==> config.mk <==
export PLATFORM = sky130hd
export DESIGN_NAME = pwm_duty_speed_command_decoder_flat
export DESIGN_NICKNAME = d
export VERILOG_FILES = /design/src/hw/rtl/pdsc_pkg.sv /design/src/hw/rtl/pdsc_item_if.sv /design/src/hw/rtl/pdsc_result_if.sv /design/src/hw/rtl/pdsc_datapath.sv /design/src/hw/rtl/pdsc_controller.sv /design/src/hw/rtl/pwm_duty_speed_command_decoder.sv /design/src/flat_wrapper.sv
export SDC_FILE = /design/constraint.sdc
export NUM_CORES = 1
export LEC_CHECK = 0
export CAP_MARGIN = 30
export CORE_MARGIN = 5
export CORE_UTILIZATION = 25
export DETAILED_ROUTE_END_ITERATION = 6
export DONT_BUFFER_PORTS = 1
export GPL_TIMING_DRIVEN = 0
export PLACE_DENSITY = 0.41
export SYNTH_ARGS = -nofsm -noshare
export SYNTH_HDL_FRONTEND = slang
export SYNTH_SLANG_ARGS = --single-unit
==> constraint.sdc <==
create_clock -name clk -period 4.6 [get_ports clk]
set_input_delay 0.46 -clock clk [delete_from_list [all_inputs] [get_ports clk]]
set_output_delay 0.46 -clock clk [all_outputs]
set_load 0.005 [all_outputs]
==> src/hw/rtl/pdsc_pkg.sv <==
// Shared types and constants for the PWM duty speed command decoder.
package pdsc_pkg;

	localparam int SPEED_W = 16;
	localparam int COUNT_W = 16;
	localparam int DUTY_W = 7;
	localparam int CFG_IDX_W = 2;
	localparam int SKIP_W = 2;

	localparam logic [SKIP_W-1:0] SKIP_CAPTURES = 2'd3;

	// dividend cc1*100 fits 23 bits, quotient 0..100 fits 7 bits
	localparam int DIVIDEND_W = COUNT_W + 7;
	localparam int DIV_STEPS = DUTY_W;
	localparam int DIVISOR_W = COUNT_W + DIV_STEPS - 1;
	localparam int STEP_W = $clog2(DIV_STEPS);

	localparam logic [DUTY_W-1:0] DUTY_FULL = 7'd100;
	localparam logic [DUTY_W-1:0] DUTY_STOP_BELOW = 7'd5;
	localparam logic [DUTY_W-1:0] DUTY_START_ABOVE = 7'd5;
	localparam logic [DUTY_W-1:0] GEAR1_LOW = 7'd5;
	localparam logic [DUTY_W-1:0] GEAR1_HIGH = 7'd15;
	localparam logic [DUTY_W-1:0] GEAR2_LOW = 7'd45;
	localparam logic [DUTY_W-1:0] GEAR2_HIGH = 7'd55;
	localparam logic [DUTY_W-1:0] GEAR3_LOW = 7'd85;

	localparam logic [SPEED_W-1:0] FULL_SPEED_RST = 16'd2450;

	typedef enum logic [1:0] {
		CMD_NONE  = 2'd0,
		CMD_STOP  = 2'd1,
		CMD_START = 2'd2
	} state_cmd_t;

	typedef enum logic [CFG_IDX_W-1:0] {
		REG_FIRST_GEAR  = 2'd0,
		REG_SECOND_GEAR = 2'd1,
		REG_THIRD_GEAR  = 2'd2,
		REG_FULL_SPEED  = 2'd3
	} cfg_reg_t;

	typedef struct packed {
		logic load;
		logic div_init;
		logic div_step;
		logic commit;
	} ctl_cmd_t;

	typedef struct packed {
		logic out_busy;
	} ctl_sts_t;

endpackage

==> src/hw/rtl/pdsc_item_if.sv <==
// Input item channel: valid/ready handshake with capture and overflow payload.
interface pdsc_item_if import pdsc_pkg::*; ();
	logic               valid;
	logic               ready;
	logic               capture_event;
	logic               overflow_event;
	logic [COUNT_W-1:0] period_count;
	logic [COUNT_W-1:0] second_capture_count;
	logic               pin_high;
	logic               motor_stopped;

	modport source (
		output valid, capture_event, overflow_event, period_count,
			second_capture_count, pin_high, motor_stopped,
		input  ready
	);
	modport sink (
		input  valid, capture_event, overflow_event, period_count,
			second_capture_count, pin_high, motor_stopped,
		output ready
	);
endinterface

==> src/hw/rtl/pdsc_result_if.sv <==
// Result channel: valid/ready handshake with speed command payload.
interface pdsc_result_if import pdsc_pkg::*; ();
	logic               valid;
	logic               ready;
	logic [SPEED_W-1:0] target_speed;
	logic [1:0]         state_command;
	logic [DUTY_W-1:0]  duty_percent;
	logic               duty_valid;

	modport source (
		output valid, target_speed, state_command, duty_percent, duty_valid,
		input  ready
	);
	modport sink (
		input  valid, target_speed, state_command, duty_percent, duty_valid,
		output ready
	);
endinterface

==> src/hw/rtl/pdsc_datapath.sv <==
// Datapath: config registers, item latch, restoring divider, decode state, result register.
module pdsc_datapath import pdsc_pkg::*; (
	input  logic                 clk,
	input  logic                 arst_n,
	input  logic                 cfg_we,
	input  logic [CFG_IDX_W-1:0] cfg_index,
	input  logic [SPEED_W-1:0]   cfg_wdata,
	input  ctl_cmd_t             cmd,
	output ctl_sts_t             sts,
	pdsc_item_if.sink            item,
	pdsc_result_if.source        result
);

	logic [SPEED_W-1:0] first_gear_q, second_gear_q, third_gear_q, full_speed_q;

	logic               cap_q, ovf_q, pin_q, stopped_q;
	logic [COUNT_W-1:0] period_q, cc1_q;

	logic [SKIP_W-1:0]  capture_count_q;
	logic [SPEED_W-1:0] speed_target_q;
	logic [DUTY_W-1:0]  last_duty_q;

	logic [DIVIDEND_W-1:0] rem_q;
	logic [DIVISOR_W-1:0]  divisor_q;
	logic [DUTY_W-1:0]     quo_q;

	logic               out_valid_q;
	logic [SPEED_W-1:0] out_speed_q;
	logic [1:0]         out_cmd_q;
	logic [DUTY_W-1:0]  out_duty_q;
	logic               out_dvalid_q;

	logic [DIVIDEND_W-1:0] dividend;
	logic [DIVIDEND_W-1:0] trial;
	logic                  fits;

	logic               capture_ok;
	logic [DUTY_W-1:0]  duty;
	state_cmd_t         cmd_n;
	logic               stopped_n;
	logic [SPEED_W-1:0] speed_n;
	logic [DUTY_W-1:0]  last_duty_n;
	logic [SKIP_W-1:0]  count_n;
	logic               dvalid_n;

	always_ff @(posedge clk or negedge arst_n) begin
		if (!arst_n) begin
			first_gear_q  <= '0;
			second_gear_q <= '0;
			third_gear_q  <= '0;
			full_speed_q  <= FULL_SPEED_RST;
		end else if (cfg_we) begin
			unique case (cfg_reg_t'(cfg_index))
				REG_FIRST_GEAR:  first_gear_q  <= cfg_wdata;
				REG_SECOND_GEAR: second_gear_q <= cfg_wdata;
				REG_THIRD_GEAR:  third_gear_q  <= cfg_wdata;
				REG_FULL_SPEED:  full_speed_q  <= cfg_wdata;
				default: ;
			endcase
		end
	end

	always_ff @(posedge clk) begin
		if (cmd.load) begin
			cap_q     <= item.capture_event;
			ovf_q     <= item.overflow_event;
			period_q  <= item.period_count;
			cc1_q     <= item.second_capture_count;
			pin_q     <= item.pin_high;
			stopped_q <= item.motor_stopped;
		end
	end

	// cc1 * 100 as shifts and adds
	assign dividend = (DIVIDEND_W'(cc1_q) << 6) + (DIVIDEND_W'(cc1_q) << 5)
		+ (DIVIDEND_W'(cc1_q) << 2);
	assign trial = rem_q - DIVIDEND_W'(divisor_q);
	assign fits  = rem_q >= DIVIDEND_W'(divisor_q);

	// one quotient bit per step, most significant first
	always_ff @(posedge clk) begin
		if (cmd.div_init) begin
			rem_q     <= dividend;
			divisor_q <= DIVISOR_W'(period_q) << (DIV_STEPS - 1);
			quo_q     <= '0;
		end else if (cmd.div_step) begin
			if (fits) begin
				rem_q <= trial;
			end
			divisor_q <= divisor_q >> 1;
			quo_q     <= {quo_q[DUTY_W-2:0], fits};
		end
	end

	assign capture_ok = (period_q != '0) && (cc1_q <= period_q);
	assign duty = DUTY_FULL - quo_q;

	always_comb begin
		cmd_n       = CMD_NONE;
		stopped_n   = stopped_q;
		speed_n     = speed_target_q;
		last_duty_n = last_duty_q;
		count_n     = capture_count_q;
		dvalid_n    = 1'b0;
		if (cap_q) begin
			if (capture_count_q >= SKIP_CAPTURES) begin
				if (capture_ok) begin
					last_duty_n = duty;
					dvalid_n    = 1'b1;
					if (duty < GEAR1_HIGH && duty > GEAR1_LOW) begin
						speed_n = first_gear_q;
					end else if (duty > GEAR2_LOW && duty < GEAR2_HIGH) begin
						speed_n = second_gear_q;
					end else if (duty > GEAR3_LOW) begin
						speed_n = third_gear_q;
					end else if (duty < DUTY_STOP_BELOW) begin
						stopped_n = 1'b1;
						cmd_n     = CMD_STOP;
					end
					if (stopped_n && duty > DUTY_START_ABOVE) begin
						stopped_n = 1'b0;
						cmd_n     = CMD_START;
					end
				end
			end else begin
				count_n = capture_count_q + 1'b1;
			end
		end
		if (ovf_q) begin
			count_n = '0;
			if (!pin_q) begin
				cmd_n = CMD_STOP;
			end else begin
				speed_n = full_speed_q;
				if (stopped_n) begin
					cmd_n = CMD_START;
				end
			end
		end
	end

	always_ff @(posedge clk or negedge arst_n) begin
		if (!arst_n) begin
			capture_count_q <= '0;
			speed_target_q  <= '0;
			last_duty_q     <= '0;
		end else if (cmd.commit) begin
			capture_count_q <= count_n;
			speed_target_q  <= speed_n;
			last_duty_q     <= last_duty_n;
		end
	end

	always_ff @(posedge clk or negedge arst_n) begin
		if (!arst_n) begin
			out_valid_q <= 1'b0;
		end else if (cmd.commit) begin
			out_valid_q <= 1'b1;
		end else if (result.ready) begin
			out_valid_q <= 1'b0;
		end
	end

	always_ff @(posedge clk) begin
		if (cmd.commit) begin
			out_speed_q  <= speed_n;
			out_cmd_q    <= cmd_n;
			out_duty_q   <= last_duty_n;
			out_dvalid_q <= dvalid_n;
		end
	end

	assign sts.out_busy = out_valid_q && !result.ready;

	assign result.valid         = out_valid_q;
	assign result.target_speed  = out_speed_q;
	assign result.state_command = out_cmd_q;
	assign result.duty_percent  = out_duty_q;
	assign result.duty_valid    = out_dvalid_q;

endmodule

==> src/hw/rtl/pdsc_controller.sv <==
// Controller: sequences item latch, divider steps and commit to the result register.
module pdsc_controller import pdsc_pkg::*; (
	input  logic     clk,
	input  logic     arst_n,
	input  logic     in_valid,
	output logic     in_ready,
	input  ctl_sts_t sts,
	output ctl_cmd_t cmd
);

	typedef enum logic [1:0] {
		ST_IDLE,
		ST_PREP,
		ST_DIV,
		ST_COMMIT
	} ctl_state_t;

	ctl_state_t        state_q;
	logic [STEP_W-1:0] step_q;
	logic              ready_q;
	logic              accept;

	assign accept   = in_valid && ready_q;
	assign in_ready = ready_q;

	always_comb begin
		cmd          = '0;
		cmd.load     = accept;
		cmd.div_init = (state_q == ST_PREP);
		cmd.div_step = (state_q == ST_DIV);
		cmd.commit   = (state_q == ST_COMMIT) && !sts.out_busy;
	end

	always_ff @(posedge clk or negedge arst_n) begin
		if (!arst_n) begin
			state_q <= ST_IDLE;
			step_q  <= '0;
			ready_q <= 1'b1;
		end else begin
			unique case (state_q)
				ST_IDLE: begin
					if (accept) begin
						ready_q <= 1'b0;
						state_q <= ST_PREP;
					end
				end
				ST_PREP: begin
					step_q  <= STEP_W'(DIV_STEPS - 1);
					state_q <= ST_DIV;
				end
				ST_DIV: begin
					if (step_q == '0) begin
						state_q <= ST_COMMIT;
					end else begin
						step_q <= step_q - 1'b1;
					end
				end
				ST_COMMIT: begin
					// hold until the result register is free
					if (!sts.out_busy) begin
						ready_q <= 1'b1;
						state_q <= ST_IDLE;
					end
				end
				default: state_q <= ST_IDLE;
			endcase
		end
	end

endmodule

==> src/hw/rtl/pwm_duty_speed_command_decoder.sv <==
// Sequence from input transfer to result valid: divider setup, 7 divide steps, commit;
// one item at a time, so a new item is taken only once the previous one has been committed.
// The 7-step restoring divider forms cc1*100/period; the result
// register lets the next item enter while a finished result waits to be taken.
// Reset (arst_n low): gear speeds 0, full speed 2450, capture count, speed and duty cleared.
module pwm_duty_speed_command_decoder import pdsc_pkg::*; (
	input  logic                 clk,
	input  logic                 arst_n,
	input  logic                 cfg_we,
	input  logic [CFG_IDX_W-1:0] cfg_index,
	input  logic [SPEED_W-1:0]   cfg_wdata,
	pdsc_item_if.sink            item,
	pdsc_result_if.source        result
);

	ctl_cmd_t cmd;
	ctl_sts_t sts;

	pdsc_controller u_ctl (
		.clk      (clk),
		.arst_n   (arst_n),
		.in_valid (item.valid),
		.in_ready (item.ready),
		.sts      (sts),
		.cmd      (cmd)
	);

	pdsc_datapath u_dp (
		.clk       (clk),
		.arst_n    (arst_n),
		.cfg_we    (cfg_we),
		.cfg_index (cfg_index),
		.cfg_wdata (cfg_wdata),
		.cmd       (cmd),
		.sts       (sts),
		.item      (item),
		.result    (result)
	);

endmodule

==> src/flat_wrapper.sv <==
// flat-port wrapper written by rule: the top's interface ports become plain ports
module pwm_duty_speed_command_decoder_flat import pdsc_pkg::*;
  (clk, arst_n, cfg_we, cfg_index, cfg_wdata, item_valid, item_capture_event, item_overflow_event, item_period_count, item_second_capture_count, item_pin_high, item_motor_stopped, item_ready, result_valid, result_target_speed, result_state_command, result_duty_percent, result_duty_valid, result_ready);
  pdsc_item_if item_i ();
  pdsc_result_if result_i ();
  input  logic clk;
  input  logic arst_n;
  input  logic cfg_we;
  input  logic [CFG_IDX_W-1:0] cfg_index;
  input  logic [SPEED_W-1:0] cfg_wdata;
  input wire logic [$bits(item_i.valid)-1:0] item_valid;
  input wire logic [$bits(item_i.capture_event)-1:0] item_capture_event;
  input wire logic [$bits(item_i.overflow_event)-1:0] item_overflow_event;
  input wire logic [$bits(item_i.period_count)-1:0] item_period_count;
  input wire logic [$bits(item_i.second_capture_count)-1:0] item_second_capture_count;
  input wire logic [$bits(item_i.pin_high)-1:0] item_pin_high;
  input wire logic [$bits(item_i.motor_stopped)-1:0] item_motor_stopped;
  output wire logic [$bits(item_i.ready)-1:0] item_ready;
  output wire logic [$bits(result_i.valid)-1:0] result_valid;
  output wire logic [$bits(result_i.target_speed)-1:0] result_target_speed;
  output wire logic [$bits(result_i.state_command)-1:0] result_state_command;
  output wire logic [$bits(result_i.duty_percent)-1:0] result_duty_percent;
  output wire logic [$bits(result_i.duty_valid)-1:0] result_duty_valid;
  input wire logic [$bits(result_i.ready)-1:0] result_ready;
  assign item_i.valid = item_valid;
  assign item_i.capture_event = item_capture_event;
  assign item_i.overflow_event = item_overflow_event;
  assign item_i.period_count = item_period_count;
  assign item_i.second_capture_count = item_second_capture_count;
  assign item_i.pin_high = item_pin_high;
  assign item_i.motor_stopped = item_motor_stopped;
  assign item_ready = item_i.ready;
  assign result_valid = result_i.valid;
  assign result_target_speed = result_i.target_speed;
  assign result_state_command = result_i.state_command;
  assign result_duty_percent = result_i.duty_percent;
  assign result_duty_valid = result_i.duty_valid;
  assign result_i.ready = result_ready;
  pwm_duty_speed_command_decoder u_core (.clk(clk), .arst_n(arst_n), .cfg_we(cfg_we), .cfg_index(cfg_index), .cfg_wdata(cfg_wdata), .item(item_i), .result(result_i));
endmodule
==> impl_results.md, run 1 <==
* Status: finished, final reports clean
* WHS at 0.05119 ns
* H-tree depth at 1
* Number of vias per cell at 4.739
* Fin Clk Skew at 0.02786 ns
* Synth top area share at 25.84%
* # DRC at 0
* Synthesized netlist cell count at 1,042
* Most common cell in the synthesized netlist: edfxtp_1
* Initial DRT Pass Iterations at 4
* TritonCTS clock tree: yes
* Top FF cell, synth: edfxtp_1
* Setup Buffers After CTS at 0
* Initial antenna violation count at 0
* Setup WS post-layout at approximately 0.98 ns
* Syn nets at 1,183
* Reg2reg start: u_core.u_dp.cc1_q[0]
* Leak at 0.005448 uW
* Setup crit start: u_core.u_dp.cc1_q[0]
* Critical path class: reg -> reg
* Largest net degree at the start of global routing at 97
* Routed len/inst at between 15 and 20 um
* Syn Std Cell Area at ~12,000 sq um
* Synthesis-to-finish area growth at 17.46%
* Internal at 5818 uW
* Yosys cell types at 76
* Post-Syn Area per Cell at 11.26 sq um
* Core area at around 46,000 sq um
* HP Class: in -> reg
* Pre-CTS setup slack at 0.9854 ns
* Port Buf Inserts at 0
* Worst skew pair latency at 0.56 ns
* Rows at between 70 and 80
* Die Span Y at 226.7 um
* Nets at around 1,300
* Final wirelength at about 32,000 um
* Minimum clock period at 3.620 ns
* N_diodes at 0
* IR drop worst, VDD at 0.0003831 V
* CP arrival at around 3.9 ns
* Largest cells by area after synthesis: edfxtp_1, dfrtp_1, ha_1
* Peak Freq at 276.3 MHz
* Iteration-0 DRC Markers at between 400 and 500
* PD cells at 701.9 nW/um^2
* Post-synth EDFFs at 101
* Worst-margin pin slew at 0.9111 ns
* Routed Antenna Nets at 0
* Detailed Place HPWL at 23,280 um
* Crit path required time at 4.86 ns
* Vias in the first global route at approximately 8,700
* Grt ovf at 0
* Final setup viols at 0
* Layout Utilization at 29.67%
* GR Util All Layers at 12.38%
* Clock edge transition at the registers on the reported setup and hold paths at 0.06 ns
* Total CTS buffers at 26
* Synth Area in Compound Gates at 16.12%
* Yosys top cell by area: edfxtp_1
* Max cap viols at 0
* Seq pwr share at 33.5%
* Final hold vios at 0
* Clock share of power at 20.5%
* Die area at 51,370 sq um
* First-pass GRT wire length at 50,590 um
* Area after DPL at 12,560 sq um
* Post-synth top cells: edfxtp_1, dfrtp_1, nand2_1
* Period utilization at between 70% and 80%
* Simple-gate share of the synthesized area at approximately a tenth
* Sw Share at 39.86%
* Die Width at 226.7 um
* Multiplexer area fraction after synthesis at 8.892%
* Area share of fa/ha/maj cells after synthesis at about a tenth
* Post-synthesis register bit count at 210
* Worst hold start: cfg_wdata[1]
* Starting density of the core at 25.26%
* CP startpoint kind: flip-flop
* Slew Limit Fails at 0
* Relative slew slack at 39.26%
* Crit end category: flip-flop
* Synth Warn # at 0
* Net switching power at 3857 uW
* Post-synthesis sequential area ratio at 48.60%
* CTS root buf: clkbuf_16
* Largest fanout on the critical path at 4
* Clk sink count at 210
* Largest family of logic cells by synthesized area: compound AO/OA/AOI/OAI gates
* GPL Wtd Cong at 0.7748
* IO Pins at 87
* DR vias at 8,236
* Asr flop ratio synth at 45.71%
* Comb pwr share at 45.9%
* Unrepaired setup endpoints after global routing: false
* Clk buf depth at 3
* Share of cells above drive strength 1 at 13.79%
* Post-synthesis xor/xnor area fraction at 2.452%
* Design area at 13,780 sq um
==> layout by cell type (no fill, tap or decap), types with 10 or more instances in the layout <==
cell type and instances:
clkinv_2 11, clkbuf_1 25, dlygate4sd3_1 37, clkbuf_16 26, ha_1 68, a211oi_1 10, dfxtp_1 13, o31ai_1 20
inv_1 65, o311a_1 17, nand2b_1 22, a21o_1 18, o21ai_0 69, a21oi_1 41, or3_1 21, nand3_1 11
nand2_1 85, o22ai_2 10, edfxtp_1 101, mux2i_1 30, nor2_1 44, xnor2_1 19, xor2_1 12, nor3_1 11
dfrtp_1 90, fa_1 14, a2bb2oi_1 16, mux2_2 66
==> kinds of logic (layout without fill, tap and decap cells) <==
| logic type | Yosys count | after routing |
|---|---|---|
| DFF | 210 | 210 |
| AOI/OAI and AO/OA | 267 | 267 |
| buffers and inverters | 107 | 196 |
| and+or+nand+nor | 248 | 248 |
| muxes | 96 | 96 |
| xor gates and xnor gates | 32 | 32 |
| adders and majority gates | 82 | 82 |
==> layout make-up <==
type                            instances  area, sq um
Sequential cell                       210         5703
Clock inverter                         22        172.7
Multi-Input combinational cell        725         5622
Inverter                               66        247.7
Clock buffer                           26        650.6
Buffer                                 41        183.9
Timing Repair Buffer                   41        445.4
Fill cell                            4835        32670
Tap cell                              607        759.5
==> layer usage <==
layer,vias up,wire [um],GRT usage (%)
li1,4001,-,-
met1,4077,15630,17.69
met2,122,14470,19.86
met3,36,1119,1.955
met4,0,608,2.814
met5,-,0,0
==> worst max-delay path: stages, from the launching register on <==
cell       delay, ns
edfxtp_1        0.51
fa_1            0.58
ha_1            0.20
inv_1           0.06
fa_1            0.40
nor2b_1         0.19
o2111ai_1       0.16
nand3_1         0.18
nand4_1         0.18
a31oi_1         0.39
nor3_1          0.10
a311oi_1        0.27
o211ai_1        0.12
==> path summary, 6_finish.rpt <==
kind,endpoint,slack (ns),depth (start not counted)
hold / removal,u_core.u_dp.full_speed_q[1],0.05,1
max in group asynchronous,u_core.u_ctl.in_ready,3.66,2
setup reg to reg,u_core.u_dp.rem_q[20],0.98,12
setup / recovery,u_core.u_dp.rem_q[20],0.98,12
min in group asynchronous,u_core.u_dp.first_gear_q[10],0.48,2
hold reg to reg,u_core.u_dp.full_speed_q[5],0.50,1
==> per-stage QoR <==
stage | total power, uW | setup TNS [ns] | instances
after CTS | 9831 | 0 | 1738
final | 9675 | 0 | 1738
after global routing | 10490 | 0 | 1738
after global placement | 7628 | -8.463 | 1649
after floorplan | 6425 | 0 | 1042
after detailed placement | 7718 | 0 | 1652
==> power groups by stage <==
stage | logic, uW | clock network [uW] | registers, uW
after detailed placement | 4430 | 0 | 3290
after CTS | 4510 | 2070 | 3260
after global placement | 4320 | 0 | 3310
final | 4440 | 1990 | 3240
after floorplan | 3270 | 0 | 3150
after global routing | 5030 | 2140 | 3320
==> flip-flops by register name, indices dropped and copies added (netlist names), 2 cells and up <==
signal	flops
u_core.u_dp.third_gear_q	16
u_core.u_dp.divisor_q	22
u_core.u_dp.period_q	16
u_core.u_dp.second_gear_q	16
u_core.u_dp.result.duty_percent	7
u_core.u_dp.result.state_command	2
u_core.u_dp.result.target_speed	16
u_core.u_ctl.step_q	3
u_core.u_dp.capture_count_q	2
u_core.u_dp.quo_q	7
u_core.u_dp.first_gear_q	16
u_core.u_dp.cc1_q	16
u_core.u_ctl.state_q	2
u_core.u_dp.full_speed_q	16
u_core.u_dp.speed_target_q	16
u_core.u_dp.rem_q	23
u_core.u_dp.last_duty_q	7
==> repair_timing <==
item,4_1_cts,5_1_grt
gates resized for setup,0,0
hold endpoints to repair,132,0
setup endpoints to repair,0,0
hold buffers,38,0
No activity file was read; power rests on OpenSTA's default activity.
==> run 2: changes to the inputs <==
PLACE_DENSITY = 0.43   (was 0.41)
clock period = 3.2 ns   (was 4.6 ns; I/O delays follow)
==> impl_results.md, run 2 (synthesized netlist as in run 1, its figures left out) <==
* Worst-margin pin slew at 0.9590 ns (+0.04791 ns)
* Crit-path cells: buf_6, ha_4, nand4_1, nor4_4, nand4_1, o211a_1, a221o_1, buf_6, clkbuf_16, or3_1, o311a_1
* Top flop regs: u_core.u_dp.rem_q x23, u_core.u_dp.divisor_q x22
* DR vias at 8,585 (+4.2%)
* Max reg flops at 23 (unchanged)
* Leak at 0.005853 uW (+7.4%)
* Clk buf depth at 3 (unchanged)
* Initial antenna violation count at 2 (+2)
* Largest fanout on the critical path at 6 (+2)
* CTS root buf: clkbuf_16
* Final wirelength at 32,020 um (+0.61%)
* Die Span Y at 226.7 um (unchanged)
* Clock edge transition at the registers on the reported setup and hold paths at 0.06 ns (about the same)
* Number of fill cells at 4,803 (-0.66%)
* Routed Antenna Nets at 0 (unchanged)
* Period utilization at 97.99% (+19 points)
* Critical path class: reg -> reg
* Worst skew pair latency at 0.55 ns (about the same)
* Unrepaired setup endpoints after global routing: true
* Slew Limit Fails at 0 (unchanged)
* PD cells at 1007 nW/um^2 (+43%)
* Rows at 79 (unchanged)
* Share of cells above drive strength 1 at 19.92% (+6.1 points)
* HP Class: in -> reg
* Placed cells at 1,651 (-0.061%)
* CP startpoint kind: flip-flop
* First-pass GRT wire length at 49,440 um (-2.3%)
* Total CTS buffers at 27 (+3.8%)
* Setup TNS at 0 ns (unchanged)
* Minimum clock period at 3.136 ns (-0.4841 ns)
* Final setup viols at 0 (unchanged)
* # DRC at 0 (unchanged)
* Nets at 1,305 (+4.2%)
* Area of all sequential standard cells at 5705 sq um (about the same)
* Iteration-0 DRC Markers at 422 (-3.9%)
* Die area at 51,370 sq um (unchanged)
* Routed len/inst at 17.85 um (-2.5%)
* Crit path required time at 3.49 ns (-1.37 ns)
* IR drop worst, VDD at 0.0004701 V (+23%)
* Detailed Place HPWL at 22,930 um (-1.5%)
* Die Width at 226.7 um (unchanged)
* Peak Freq at 318.9 MHz (+15%)
* Max cap viols at 0 (unchanged)
* Worst path bufs/invs at 3 (+2)
* IO Pins at 87 (unchanged)
* CP top delay family: simple AND/OR/NAND/NOR gates
* Relative slew slack at 36.07% (-3.2 points)
* Starting density of the core at 25.26% (unchanged)
* TritonCTS clock tree: yes
* Most frequent cells in the layout: edfxtp_1, dfrtp_1, nand2_1
* Final non-filler cell total at 1,794 (+3.2%)
* Core area at 46,460 sq um (unchanged)
* Port Buf Inserts at 0 (unchanged)
* Clk sink count at 210 (unchanged)
* Initial DRT Pass Iterations at 6 (+2)
* Slowest stage delay, CP at 0.45 ns (-0.13 ns)
* CP arrival at 3.43 ns (-0.45 ns)
* H-tree depth at 1 (unchanged)
* Largest net degree at the start of global routing at 97 (unchanged)
* Most common cell after layout, fill and taps aside: edfxtp_1
* Number of vias per cell at 4.785 (+0.98%)
* Grt ovf at 0 (unchanged)
* Largest Register: u_core.u_dp.rem_q
* Vias in the first global route at 8,662 (-0.43%)
* Final hold vios at 0 (unchanged)
* Area of the multi-input gates at 5922 sq um (+5.3%)
* Synthesis-to-finish area growth at 25.51%
* GR Util All Layers at 12.04% (-0.35 points)
* Fin Clk Skew at 0.01583 ns (-0.01203 ns)
* GPL Wtd Cong at 0.7779 (+0.40%)
* Crit end category: flip-flop
* CP max stage cell: edfxtp_1
* Status: finished, final reports clean
[run 2: changes by cell type in the layout (fill, tap and decap cells not counted), sizes merged]
| cell | change |
|---|---|
| inv | +1 |
| bufinv | +2 |
| dlygate4sd3 | +17 |
| buf | +35 |
| clkinvlp | -2 |
| clkinv | -10 |
| diode | +2 |
| clkbuf | +11 |
[run 2: layer usage]
| metal | GRT usage [%] | vias up | part of all wire (%) | routed length [um] |
|---|---|---|---|---|
| li1 | - | 4125 | - | - |
| met3 | 1.968 | 54 | 4.0 | 1269 |
| met4 | 3.357 | 0 | 2.4 | 784 |
| met1 | 17.05 | 4248 | 48 | 15530 |
| met2 | 19.12 | 158 | 45 | 14450 |
| met5 | 0 | - | 0 | 0 |
[run 2: stage by stage]
step	area, sq um	utilization [%]	hold WS, ns	total power [uW]	setup slack, ns
finish	14730	31.70	0.07148	14830	0.06435
global route	14730	31.70	0.05350	15940	-0.05208
CTS	14330	30.85	0.02287	14690	-0.01811
detailed placement	12550	27.02	0.02811	11080	-0.3864
global placement	12500	26.91	0.02838	10930	-0.7018
floorplan	11740	-	0.02441	9240	0.1399
[run 2: cell type report]
class                      instances  area share (%)
buffer                            41           1.606
timing repair buffer              93           6.082
tap                              607           5.156
clock buffer                      37           5.326
inverter                          66           1.716
clock inverter                    13           1.138
multi-input combinational        725           40.21
antenna                            2         0.03398
sequential                       210           38.74
[run 2: path summary, 6_finish.rpt]
| check | depth (start not counted) | start | endpoint | slack (ns) |
|---|---|---|---|---|
| setup reg to reg | 11 | u_core.u_dp.cc1_q[4] | u_core.u_dp.result.target_speed[4] | 0.06 |
| hold reg to reg | 1 | u_core.u_dp.full_speed_q[15] | u_core.u_dp.full_speed_q[15] | 0.50 |
| setup / recovery | 11 | u_core.u_dp.cc1_q[4] | u_core.u_dp.result.target_speed[4] | 0.06 |
| hold / removal | 2 | result_ready | u_core.u_dp.result.valid | 0.07 |
| min in group asynchronous | 2 | arst_n | u_core.u_dp.first_gear_q[11] | 0.35 |
| max in group asynchronous | 2 | arst_n | u_core.u_ctl.in_ready | 2.40 |
[run 2: power by group]
| group | internal [uW] | switching [uW] | leakage, uW |
|---|---|---|---|
| Combinational | 2920 | 4050 | 0.00319 |
| Sequential | 4120 | 534 | 0.00219 |
| Clock | 2030 | 1190 | 0.000467 |
[run 2: what timing repair did]
| action | CTS | global route |
|---|---|---|
| setup endpoints to repair | 42 | 62 |
| hold endpoints to repair | 197 | 0 |
| gates cloned | 0 | 2 |
| gates resized for setup | 35 | 41 |
| hold buffers | 55 | 0 |
| pin swaps | 7 | 11 |
| buffers inserted | 12 | 22 |
